**src/rtl/acss_pkg.sv**
```systemverilog
package acss_pkg;

    // field widths
    localparam int CH_W     = 3;
    localparam int MASK_W   = 8;
    localparam int DMASK_W  = 4;
    localparam int GAIN_W   = 3;
    localparam int VREF_W   = 23;
    localparam int CODE_W   = 24;
    localparam int UV_W     = 25;
    localparam int MUX_W    = 8;
    localparam int PROD_W   = CODE_W + VREF_W;
    localparam int CFG_IDX_W = 3;

    // result tdata layout, lowest field first
    localparam int OUT_DATA_W = CH_W + CODE_W + UV_W + 1 + MUX_W + CH_W;

    // channel count default
    localparam int NUM_CHANNELS_DEF = 8;

    // full scale of the converter, 2^23 - 1
    localparam logic [VREF_W-1:0] FULL_SCALE = {VREF_W{1'b1}};

    // gain code that means unity gain
    localparam logic [GAIN_W-1:0] GAIN_UNITY = 3'd7;

    // low nibble of the mux byte for single-ended inputs (negative input on common)
    localparam logic [3:0] MUX_SE_NEG = 4'h8;

    // input kinds
    localparam logic KIND_START = 1'b0;
    localparam logic KIND_DATA  = 1'b1;

    // configuration register indexes
    localparam logic [CFG_IDX_W-1:0] REG_DIFF_MODE   = 3'd0;
    localparam logic [CFG_IDX_W-1:0] REG_SINGLE_MASK = 3'd1;
    localparam logic [CFG_IDX_W-1:0] REG_DIFF_MASK   = 3'd2;
    localparam logic [CFG_IDX_W-1:0] REG_GAIN_CODE   = 3'd3;
    localparam logic [CFG_IDX_W-1:0] REG_VREF_UV     = 3'd4;

    // reset values of the configuration registers
    localparam logic                 RST_DIFF_MODE   = 1'b0;
    localparam logic [MASK_W-1:0]    RST_SINGLE_MASK = 8'd1;
    localparam logic [DMASK_W-1:0]   RST_DIFF_MASK   = 4'd1;
    localparam logic [GAIN_W-1:0]    RST_GAIN_CODE   = 3'd5;
    localparam logic [VREF_W-1:0]    RST_VREF_UV     = 23'd2500000;

    // commands from the controller to the datapath
    typedef struct packed {
        logic load;   // latch a new transaction and step the channel
        logic mul;    // magnitude times reference
        logic fold;   // gain shift and first fold of the full-scale divide
        logic fin;    // final correction, sign, load result register
    } acss_cmd_t;

endpackage

```
**src/rtl/adc_channel_scan_sequencer.sv**
```systemverilog
// channel   direction  handshake               payload
// s_        in         s_tvalid / s_tready     tuser kind, tdata raw_code
// m_        out        m_tvalid / m_tready     tuser sample_valid, tdata result fields
// cfg_      in         cfg_valid / cfg_ready   cfg_index, cfg_data
//
// Each transaction passes from acceptance to the result register through these steps: accept and
// channel step, one 24x23 multiply, the gain shift with the first full-scale fold, and
// the final correction. The scaling is split into these three short steps after the accept
// step; one item is in work at once.
// A new item is taken while a finished result waits; the last step stalls on m_tready.
// aresetn is synchronous, active low; it restores register defaults and channel 0.
// cfg_ready is always high; writes are expected only while the block is idle.
module adc_channel_scan_sequencer
    import acss_pkg::*;
#(
    parameter int NUM_CHANNELS = NUM_CHANNELS_DEF
) (
    input  logic                  aclk,
    input  logic                  aresetn,
    // input stream
    input  logic                  s_tvalid,
    output logic                  s_tready,
    input  logic [CODE_W-1:0]     s_tdata,   // [23:0] raw_code
    input  logic                  s_tuser,   // [0] kind
    // result stream
    output logic                  m_tvalid,
    input  logic                  m_tready,
    // [2:0] sample_channel, [26:3] signed_code, [51:27] microvolts, [52] mux_write,
    // [60:53] mux_byte, [63:61] next_channel
    output logic [OUT_DATA_W-1:0] m_tdata,
    output logic                  m_tuser,   // [0] sample_valid
    // configuration writes
    input  logic                  cfg_valid,
    output logic                  cfg_ready,
    input  logic [CFG_IDX_W-1:0]  cfg_index,
    input  logic [VREF_W-1:0]     cfg_data
);

    acss_cmd_t cmd;

    assign cfg_ready = 1'b1;

    // sequencing and output handshake
    acss_ctrl u_ctrl (
        .aclk     (aclk),
        .aresetn  (aresetn),
        .s_tvalid (s_tvalid),
        .s_tready (s_tready),
        .m_tvalid (m_tvalid),
        .m_tready (m_tready),
        .cmd      (cmd)
    );

    // channel selection, scaling and result register
    acss_dpath #(
        .NUM_CHANNELS (NUM_CHANNELS)
    ) u_dpath (
        .aclk             (aclk),
        .aresetn          (aresetn),
        .cmd              (cmd),
        .in_kind          (s_tuser),
        .in_raw_code      (s_tdata),
        .cfg_we           (cfg_valid && cfg_ready),
        .cfg_index        (cfg_index),
        .cfg_data         (cfg_data),
        .out_sample_valid (m_tuser),
        .out_data         (m_tdata)
    );

endmodule

```
**src/rtl/acss_ctrl.sv**
```systemverilog
module acss_ctrl
    import acss_pkg::*;
(
    input  logic      aclk,
    input  logic      aresetn,
    input  logic      s_tvalid,
    output logic      s_tready,
    output logic      m_tvalid,
    input  logic      m_tready,
    output acss_cmd_t cmd
);

    typedef enum logic [3:0] {
        ST_IDLE = 4'b0001,
        ST_MUL  = 4'b0010,
        ST_FOLD = 4'b0100,
        ST_FIN  = 4'b1000
    } state_t;

    state_t state_reg, state_next;
    logic   out_valid_reg, out_valid_next;
    logic   fin_go;

    assign s_tready = (state_reg == ST_IDLE);
    assign m_tvalid = out_valid_reg;

    // finish only when the result register is free or being emptied
    assign fin_go = (state_reg == ST_FIN) && (!out_valid_reg || m_tready);

    assign cmd.load = s_tvalid && s_tready;
    assign cmd.mul  = (state_reg == ST_MUL);
    assign cmd.fold = (state_reg == ST_FOLD);
    assign cmd.fin  = fin_go;

    // sequencing
    always_comb begin
        state_next = state_reg;
        case (state_reg)
            ST_IDLE: if (s_tvalid) state_next = ST_MUL;
            ST_MUL:  state_next = ST_FOLD;
            ST_FOLD: state_next = ST_FIN;
            ST_FIN:  if (fin_go) state_next = ST_IDLE;
            default: state_next = ST_IDLE;
        endcase
    end

    // result register occupancy
    always_comb begin
        out_valid_next = out_valid_reg;
        if (fin_go) begin
            out_valid_next = 1'b1;
        end else if (m_tready) begin
            out_valid_next = 1'b0;
        end
    end

    always_ff @(posedge aclk) begin
        if (!aresetn) begin
            state_reg     <= ST_IDLE;
            out_valid_reg <= 1'b0;
        end else begin
            state_reg     <= state_next;
            out_valid_reg <= out_valid_next;
        end
    end

endmodule

```
**src/rtl/acss_dpath.sv**
```systemverilog
module acss_dpath
    import acss_pkg::*;
#(
    parameter int NUM_CHANNELS = NUM_CHANNELS_DEF
) (
    input  logic                  aclk,
    input  logic                  aresetn,
    input  acss_cmd_t             cmd,
    input  logic                  in_kind,
    input  logic [CODE_W-1:0]     in_raw_code,
    input  logic                  cfg_we,
    input  logic [CFG_IDX_W-1:0]  cfg_index,
    input  logic [VREF_W-1:0]     cfg_data,
    output logic                  out_sample_valid,
    output logic [OUT_DATA_W-1:0] out_data
);

    localparam logic [MASK_W-1:0] CH_MASK = MASK_W'((1 << NUM_CHANNELS) - 1);

    // configuration registers
    logic                diff_mode_reg;
    logic [MASK_W-1:0]   single_mask_reg;
    logic [DMASK_W-1:0]  diff_mask_reg;
    logic [GAIN_W-1:0]   gain_code_reg;
    logic [VREF_W-1:0]   vref_reg;

    // scan state
    logic [CH_W-1:0]     cur_ch_reg, cur_ch_next;

    // per-transaction payload
    logic                kind_reg;
    logic [CODE_W-1:0]   code_reg;
    logic [CH_W-1:0]     tag_reg;
    logic                mux_wr_reg, mux_wr_next;
    logic [MUX_W-1:0]    mux_byte_reg, mux_byte_next;
    logic [CH_W-1:0]     next_ch_reg;

    // scaling pipeline
    logic [PROD_W-1:0]   prod_reg;
    logic [CODE_W-1:0]   hi_reg;
    logic [CODE_W:0]     sum_reg;

    // result register
    logic                res_valid_reg;
    logic [CH_W-1:0]     res_ch_reg;
    logic [CODE_W-1:0]   res_code_reg;
    logic [UV_W-1:0]     res_uv_reg;
    logic                res_mux_wr_reg;
    logic [MUX_W-1:0]    res_mux_byte_reg;
    logic [CH_W-1:0]     res_next_reg;

    logic [MASK_W-1:0]   mask_act;
    logic [CH_W-1:0]     first_ch;
    logic [CH_W-1:0]     rr_ch;
    logic                rr_found;

    logic                neg;
    logic [CODE_W-1:0]   mag;
    logic [GAIN_W-1:0]   shamt;
    logic [PROD_W:0]     scaled;
    logic [1:0]          r1;
    logic [VREF_W:0]     r_tail;
    logic                adj;
    logic [UV_W-1:0]     quot;
    logic [UV_W-1:0]     uv;

    function automatic logic [MUX_W-1:0] mux_for(input logic [CH_W-1:0] ch,
                                                 input logic diff);
        logic [3:0] p;
        p = 4'({ch, 1'b0});
        if (diff) begin
            mux_for = {p, p + 4'd1};
        end else begin
            mux_for = {1'b0, ch, MUX_SE_NEG};
        end
    endfunction

    // active channel mask
    assign mask_act = (diff_mode_reg ? MASK_W'(diff_mask_reg) : single_mask_reg) & CH_MASK;

    // lowest enabled channel, zero when none
    always_comb begin
        first_ch = '0;
        for (int i = NUM_CHANNELS - 1; i >= 0; i--) begin
            if (mask_act[i]) first_ch = CH_W'(i);
        end
    end

    // next enabled channel after the current one, round robin
    always_comb begin
        logic [CH_W:0] c;
        rr_ch    = cur_ch_reg;
        rr_found = 1'b0;
        c        = '0;
        for (int k = NUM_CHANNELS - 1; k >= 1; k--) begin
            c = {1'b0, cur_ch_reg} + (CH_W+1)'(k);
            if (c >= (CH_W+1)'(NUM_CHANNELS)) c = c - (CH_W+1)'(NUM_CHANNELS);
            if (mask_act[c[CH_W-1:0]]) begin
                rr_ch    = c[CH_W-1:0];
                rr_found = 1'b1;
            end
        end
    end

    // channel step for the incoming transaction
    always_comb begin
        cur_ch_next   = cur_ch_reg;
        mux_wr_next   = 1'b1;
        mux_byte_next = mux_for(first_ch, diff_mode_reg);
        if (in_kind == KIND_START) begin
            cur_ch_next = first_ch;
        end else begin
            mux_wr_next   = rr_found;
            mux_byte_next = rr_found ? mux_for(rr_ch, diff_mode_reg) : '0;
            if (rr_found) cur_ch_next = rr_ch;
        end
    end

    // configuration writes and scan state
    always_ff @(posedge aclk) begin
        if (!aresetn) begin
            diff_mode_reg   <= RST_DIFF_MODE;
            single_mask_reg <= RST_SINGLE_MASK;
            diff_mask_reg   <= RST_DIFF_MASK;
            gain_code_reg   <= RST_GAIN_CODE;
            vref_reg        <= RST_VREF_UV;
            cur_ch_reg      <= '0;
        end else begin
            if (cfg_we) begin
                case (cfg_index)
                    REG_DIFF_MODE:   diff_mode_reg   <= cfg_data[0];
                    REG_SINGLE_MASK: single_mask_reg <= cfg_data[MASK_W-1:0];
                    REG_DIFF_MASK:   diff_mask_reg   <= cfg_data[DMASK_W-1:0];
                    REG_GAIN_CODE:   gain_code_reg   <= cfg_data[GAIN_W-1:0];
                    REG_VREF_UV:     vref_reg        <= cfg_data;
                    default: ;
                endcase
            end
            if (cmd.load) cur_ch_reg <= cur_ch_next;
        end
    end

    // sign and magnitude of the code
    assign neg = code_reg[CODE_W-1];
    assign mag = neg ? (~code_reg + CODE_W'(1)) : code_reg;

    // gain shift amount
    assign shamt = (gain_code_reg == GAIN_UNITY) ? '0 : gain_code_reg;

    // 2*mag*vref / 2^gain, then x = hi*2^23 + lo = hi*(2^23-1) + (hi + lo)
    assign scaled = {prod_reg, 1'b0} >> shamt;

    // (hi + lo) = r1*2^23 + r0 = r1*(2^23-1) + (r1 + r0), r1 + r0 < 2*(2^23-1)
    assign r1     = sum_reg[CODE_W:VREF_W];
    assign r_tail = {1'b0, sum_reg[VREF_W-1:0]} + (VREF_W+1)'(r1);
    assign adj    = (r_tail >= {1'b0, FULL_SCALE});
    assign quot   = UV_W'(hi_reg) + UV_W'(r1) + UV_W'(adj);
    assign uv     = neg ? (~quot + UV_W'(1)) : quot;

    // payload and scaling pipeline
    always_ff @(posedge aclk) begin
        if (cmd.load) begin
            kind_reg     <= in_kind;
            code_reg     <= (in_kind == KIND_START) ? '0 : in_raw_code;
            tag_reg      <= cur_ch_reg;
            mux_wr_reg   <= mux_wr_next;
            mux_byte_reg <= mux_byte_next;
            next_ch_reg  <= cur_ch_next;
        end
        if (cmd.mul) begin
            prod_reg <= PROD_W'(mag) * PROD_W'(vref_reg);
        end
        if (cmd.fold) begin
            hi_reg  <= scaled[PROD_W-1:VREF_W];
            sum_reg <= (CODE_W+1)'(scaled[PROD_W-1:VREF_W]) + (CODE_W+1)'(scaled[VREF_W-1:0]);
        end
    end

    // result register
    always_ff @(posedge aclk) begin
        if (cmd.fin) begin
            res_valid_reg    <= (kind_reg == KIND_DATA);
            res_ch_reg       <= (kind_reg == KIND_DATA) ? tag_reg : '0;
            res_code_reg     <= code_reg;
            res_uv_reg       <= uv;
            res_mux_wr_reg   <= mux_wr_reg;
            res_mux_byte_reg <= mux_byte_reg;
            res_next_reg     <= next_ch_reg;
        end
    end

    assign out_sample_valid = res_valid_reg;
    assign out_data = {res_next_reg, res_mux_byte_reg, res_mux_wr_reg,
                       res_uv_reg, res_code_reg, res_ch_reg};

endmodule
```
**config.mk**
```make
export PLATFORM = sky130hd
export DESIGN_NAME = adc_channel_scan_sequencer
export DESIGN_NICKNAME = d
export VERILOG_FILES = /design/src/rtl/acss_pkg.sv /design/src/rtl/adc_channel_scan_sequencer.sv /design/src/rtl/acss_ctrl.sv /design/src/rtl/acss_dpath.sv
export SDC_FILE = /design/constraint.sdc
export NUM_CORES = 2
export LEC_CHECK = 0
export ABC_AREA = 1
export BUFFER_PORTS_ARGS = -buffer_cell sky130_fd_sc_hd__buf_2
export CORE_MARGIN = 3
export CORE_UTILIZATION = 29
export CTS_CLUSTER_SIZE = 25
export DETAILED_ROUTE_END_ITERATION = 12
export PLACE_DENSITY = 0.45
export SLEW_MARGIN = 10
export SYNTH_ARGS = -nofsm -noshare
export SYNTH_HDL_FRONTEND = slang
export SYNTH_SLANG_ARGS = --single-unit
```
**constraint.sdc**
```tcl
create_clock -name aclk -period 9 [get_ports aclk]
set_input_delay 0.45 -clock aclk [delete_from_list [all_inputs] [get_ports aclk]]
set_output_delay 0.45 -clock aclk [all_outputs]
set_load 0.01 [all_outputs]
```
Yosys cells after proc, flatten, opt, wreduce, memory -nomap -nowiden
Index checks and enable logic that the tools add are counted.
Word-level totals
  register bits after elaboration: 248
  bits of input ports: 56
  output and inout port bits: 68
  word-level logic and storage cells: 146
Operators by class
  add/subtract/negate cells: 22
  multipliers: 1
  order comparisons: 15
  equality and inequality tests: 11
  shift-type cells: 1
  mux-type cells: 58
  bitwise logic cells: 2
  reductions and logical operators: 12
Operators with widths (count)
  $mux W3: 25
  $shr A48 B3 Y47: 1
  $mul A24 B23 Y47: 1
  $mux W8: 5
  $ge A4 B4 Y1 const B: 7
  $lt A3 B4 Y1 const B: 7
  $add A24 B2 Y25: 1
  $add A24 B23 Y25: 1
  $add A25 B1 Y25: 1
  $add A25 B1 Y25 const B: 1
  $mux W25: 1
  $not A25 Y25: 1
  $add A23 B2 Y24: 1
  $add A24 B1 Y24 const B: 1
  $ge A24 B23 Y1 const B: 1
  $mux W24: 1
  $not A24 Y24: 1
  $bmux W1 S3: 7
  $sub A3 B1 Y3 const B: 7
  $add A3 B3 Y4 const B: 4
  $mux W1: 16
  $pmux W4 S4: 1
  $reduce_and A2 Y1: 6
  $add A3 B2 Y4 const B: 2
  other kinds (17): 22

Longest topological paths before layout
  depth after elaboration: 16
  mapped depth: 42
  depth with buffers taken out: 39

By module
Synthesis repeated with hierarchy kept, for this count alone.
Unflattened totals
  cells, all modules: 3765
  area total of the unflattened synthesis: 31585.3 um2
By module, submodules not included
  acss_dpath: instances 1, cells each 3718, area each 31306.3 um2, seq. area each 6876.6 um2
  acss_ctrl: instances 1, cells each 45, area each 267.8 um2, seq. area each 100.1 um2
  adc_channel_scan_sequencer: instances 1, cells each 2, area each 11.3 um2, seq. area each 0.0 um2

Worst setup path after synthesis
OpenSTA, ideal clock, no wires.
  path kind: reg-to-reg
  start point: reg u_dpath.code_reg[0]
  end point: reg u_dpath.prod_reg[43] (data pin)
  arrival: 7.358 ns
  required time: 8.748 ns
  slack: 1.389 ns
  cell stages (with the launch flop): 38
  path buffers: 3
  clock period less this slack: 7.611 ns
  cells stage by stage: edfxtp_1 -> buf_2 -> clkbuf_1 -> inv_1 -> ha_1 -> nand3_1 -> nor3_2 -> inv_1 -> nor3_2 -> nor2_1 -> or2_2 -> nand2_1 -> clkbuf_1 -> nor2_1 -> fa_1 -> inv_1 -> fa_1 -> inv_1 -> [2 not listed] -> fa_1 -> fa_1 -> inv_1 -> fa_1 -> inv_1 -> ha_1 -> nand2_1 -> nor2_1 -> nand2_1 -> inv_1 -> nand4_1 -> o211ai_1 -> nand2_1 -> nand2_1 -> a21oi_1 -> or2_2 -> nand3_1 -> nand2_1
Between the ends
  longest elaborated chain between the ends: 4
Ends and longest elaborated chain
  start, declared: RTL line acss_dpath.sv:32  | logic [CODE_W-1:0] code_reg;
  start signal, assigned: RTL line acss_dpath.sv:164  | code_reg <= (in_kind == KIND_START) ? '0 : in_raw_code;
  $not A24 Y24: RTL line acss_dpath.sv:145  | assign mag = neg ? (~code_reg + CODE_W'(1)) : code_reg;
  $add A24 B1 Y24: RTL line acss_dpath.sv:145
  $mux W24 (*): RTL line acss_dpath.sv:145
  $mul A24 B23 Y47 (*): RTL line acss_dpath.sv:171  | prod_reg <= PROD_W'(mag) * PROD_W'(vref_reg);
  end signal, assigned: RTL line acss_dpath.sv:171
  end, declared: RTL line acss_dpath.sv:39  | logic [PROD_W-1:0] prod_reg;
Mark *: on every way between the ends. The rest lies on a longest branch, timed or not.
A chain may end at the register's enable or synchronous reset.

Worst setup path after layout
  start point: reg u_dpath.code_reg[1]
  end point: reg u_dpath.prod_reg[45] (data pin)
The elaborated chain is that of the path after synthesis.

==> results.ini <==
[clocking]
cts_buffers = 31
root_buffer = clkbuf_16
cts_tree = yes
cts.sinks = 248
clk_pin_slew_ps = 60
clockBufferDepth = 3
clk_latency_ps = 610
cts_hold_buf = 0
htree_levels = 1

[cells_and_area]
utilization_pct = 32.5
nets = 4613
seqCellArea_sq_mm = 0.00698
stdcell_count = 5319
largest_register_ffs = 47
fill_cells = 11500
multi_input_area_sq_mm = 0.0211
diodes = 0
area_delta_synth_final_pct = 10.6
stdcell_area_sq_mm = 0.0350
post_route_cells_drive_above_1_share_pct = 7.64

[synthesis]
syn-num-nets = 4519
synth_area_sq_mm = 0.0317
yosysWarnings = 0
ys_ff_latch = 248
synthDistinctLibCells = 59
seq_area_frac_synth_pct = 22.0
synth-main-ff-cell = edfxtp_1
syn_inst = 3797
syn_avg_cell_area_sq_um = 8.34
synth-async-reset-ratio_pct = 0
synth_edf_count = 201

[sta]
fin_crit_sh_pct = 94.3
setup_viol = 0
slew_viol_final = 0
final.setup.tns_ps = 0
worst_pin_slew_ps = 1340
fmax_mhz = 118
skew_ps = 33.6
hold_viol_final = 0
rsz0062_at_grt = false
max_slew_margin_pct = 10.4
period_minus_slack_ps = 8490

[worst_setup_path]
worstReg2RegEnd = u_dpath.prod_reg[45]
slowest_delay_ps = 550
r2r-start = u_dpath.code_reg[1]
crit_required_ps = 9330
r2r_slack_ps = 510
crit_start = u_dpath.code_reg[1]
crit_top_cell = fa_1
path_class = register to register
critPathSlowestCell = fa_1
cp_max_fo = 8
crit_path_start_kind = register
crit_family = adder cells
rr_worst_depth = 31
cp_num_buf_inv = 8
cp-end-kind = register
cp_data_arrival_time_ps = 8810

[flow_run]
drv_cap = 0

[global_routing]
antenna_found_initial = 3
grt_busiest_layer = met2
grt_pass1_vias = 25300
track_usage_pct = 17.6
overflow = 0
grt_util_met2_pct = 28.2
grt_max_degree = 73
grt.met3_usage_pct = 2.65
grt_first_pass_wirelength_mm = 152
use_met1_pct = 24.8

[routing]
wire_per_inst_um = 18.6
via_per_inst = 4.63
initialDrtViolationCount = 1503
route.detailed.drc = 0
vias = 24600
dr.pass1.iters = 6
wirelength_mm = 98.8
ant_nets = 0

[die]
boundaryPins = 124
coreArea_sq_mm = 0.108
die_w_um = 336
die_h_um = 336
initial_utilization_pct = 29.4
rows = 120
die_area_sq_mm = 0.113

[status]
outcome = finished clean

[placement]
port_buffers = 122
hpwl_mm = 82.2
dp_cells = 5257
dpl-instance-area_sq_mm = 0.0340
place_congestion = 0.896

[worst_hold_path]
min_path_cells = 3
hold_start = cfg_data[17]
min_to = u_dpath.vref_reg[17]
hold_class = primary input to register

-- synth_stat cells, drive strengths merged (4+ instances only) --
cell type / instances / area, sq um
a21boi: 4 / 30.0
a21o: 8 / 60.1
a21oi: 132 / 664
a31oi: 19 / 119
and2: 4 / 25.0
buf: 31 / 169
clkbuf: 99 / 372
clkinv: 15 / 56.3
dfxtp: 47 / 941
edfxtp: 201 / 6040
fa: 463 / 9270
ha: 203 / 2540
inv: 798 / 3000
mux2i: 40 / 400
nand2: 732 / 2770
nand3: 127 / 651
nand4: 27 / 181
nor2: 467 / 1810
nor3: 37 / 205
nor4: 11 / 83.8
o211ai: 17 / 128
o21ai: 170 / 873
or2: 10 / 62.6
xnor2: 36 / 315
xor2: 73 / 688
-- per-stage QoR --
stage,hold WS (ps),setup WS (ps)
2_1_floorplan,400,1390
3_3_place_gp,404,568
3_5_place_dp,406,543
4_1_cts,14.9,503
5_1_grt,50.2,2.53
6_report,61.9,513
-- final cells by class --
class / count / area share, %
clock buffers: 37 / 2.34
inverters: 813 / 8.74
repair buffers: 190 / 3.20
clock inverters: 21 / 0.461
multi-input cells: 2606 / 60.3
repair inverters: 1 / 0.0143
well taps: 1403 / 5.01
flip-flops and latches: 248 / 19.9
-- repair_timing --
item,in CTS,in global routing
setup buffers,0,3
hold endpoints to repair,0,0
gates resized for setup,0,2
endpoints found under the setup margin,0,2
-- layer usage --
layer / part of all wire [%] / routed length (um)
met1: 46 / 45500
met2: 46 / 45000
met3: 6.0 / 5920
met4: 2.3 / 2270
met5: 0.048 / 47
-- worst min-delay path: stages --
cell      delay, ps
buf_2            70
nand2_1          40
o211ai_1         60
-- kinds of logic (layout without fill, tap and decap cells) --
family	count (synthesis)	after routing	synth area share (%)
AO/OA/AOI/OAI	365	365	6.30
multiplexers	42	42	1.34
other	2	2	0.0237
XOR/XNOR	109	109	3.17
adder cells (fa/ha/maj)	666	666	37.3
flip-flops	248	248	22.0
AND/OR/NAND/NOR	1422	1422	18.5
buffers and inverters	943	1062	11.3
-- how the worst max path moves through the flow --
stage	endpoint	slack, ps	depth (start not counted)
2_1_floorplan	u_dpath.prod_reg[43]	1390	37
3_3_place_gp	u_dpath.prod_reg[45]	570	32
3_5_place_dp	u_dpath.prod_reg[45]	540	30
4_1_cts	u_dpath.prod_reg[45]	500	30
5_1_grt	u_dpath.prod_reg[45]	3	34
6_report	u_dpath.prod_reg[45]	510	31
-- cells in the final DEF (no fill, tap or decap), types with 17 or more instances in the layout --
master and instances:
ha_1 203, fa_1 463, dfxtp_1 47, o211ai_1 17, mux2i_1 40, clkinv_1 23
nor3_1 32, buf_2 122, a21oi_1 131, nand4_1 25, edfxtp_1 201, xnor2_1 36
nand2_1 721, nand3_1 124, o21ai_0 164, a31oi_1 19, nor2_1 455, inv_1 792
buf_4 68, clkbuf_16 31, xor2_1 68
Power is left out: the tool's default activity adds up to more than one toggle a clock period on the data nets, which glitch-free logic cannot reach.
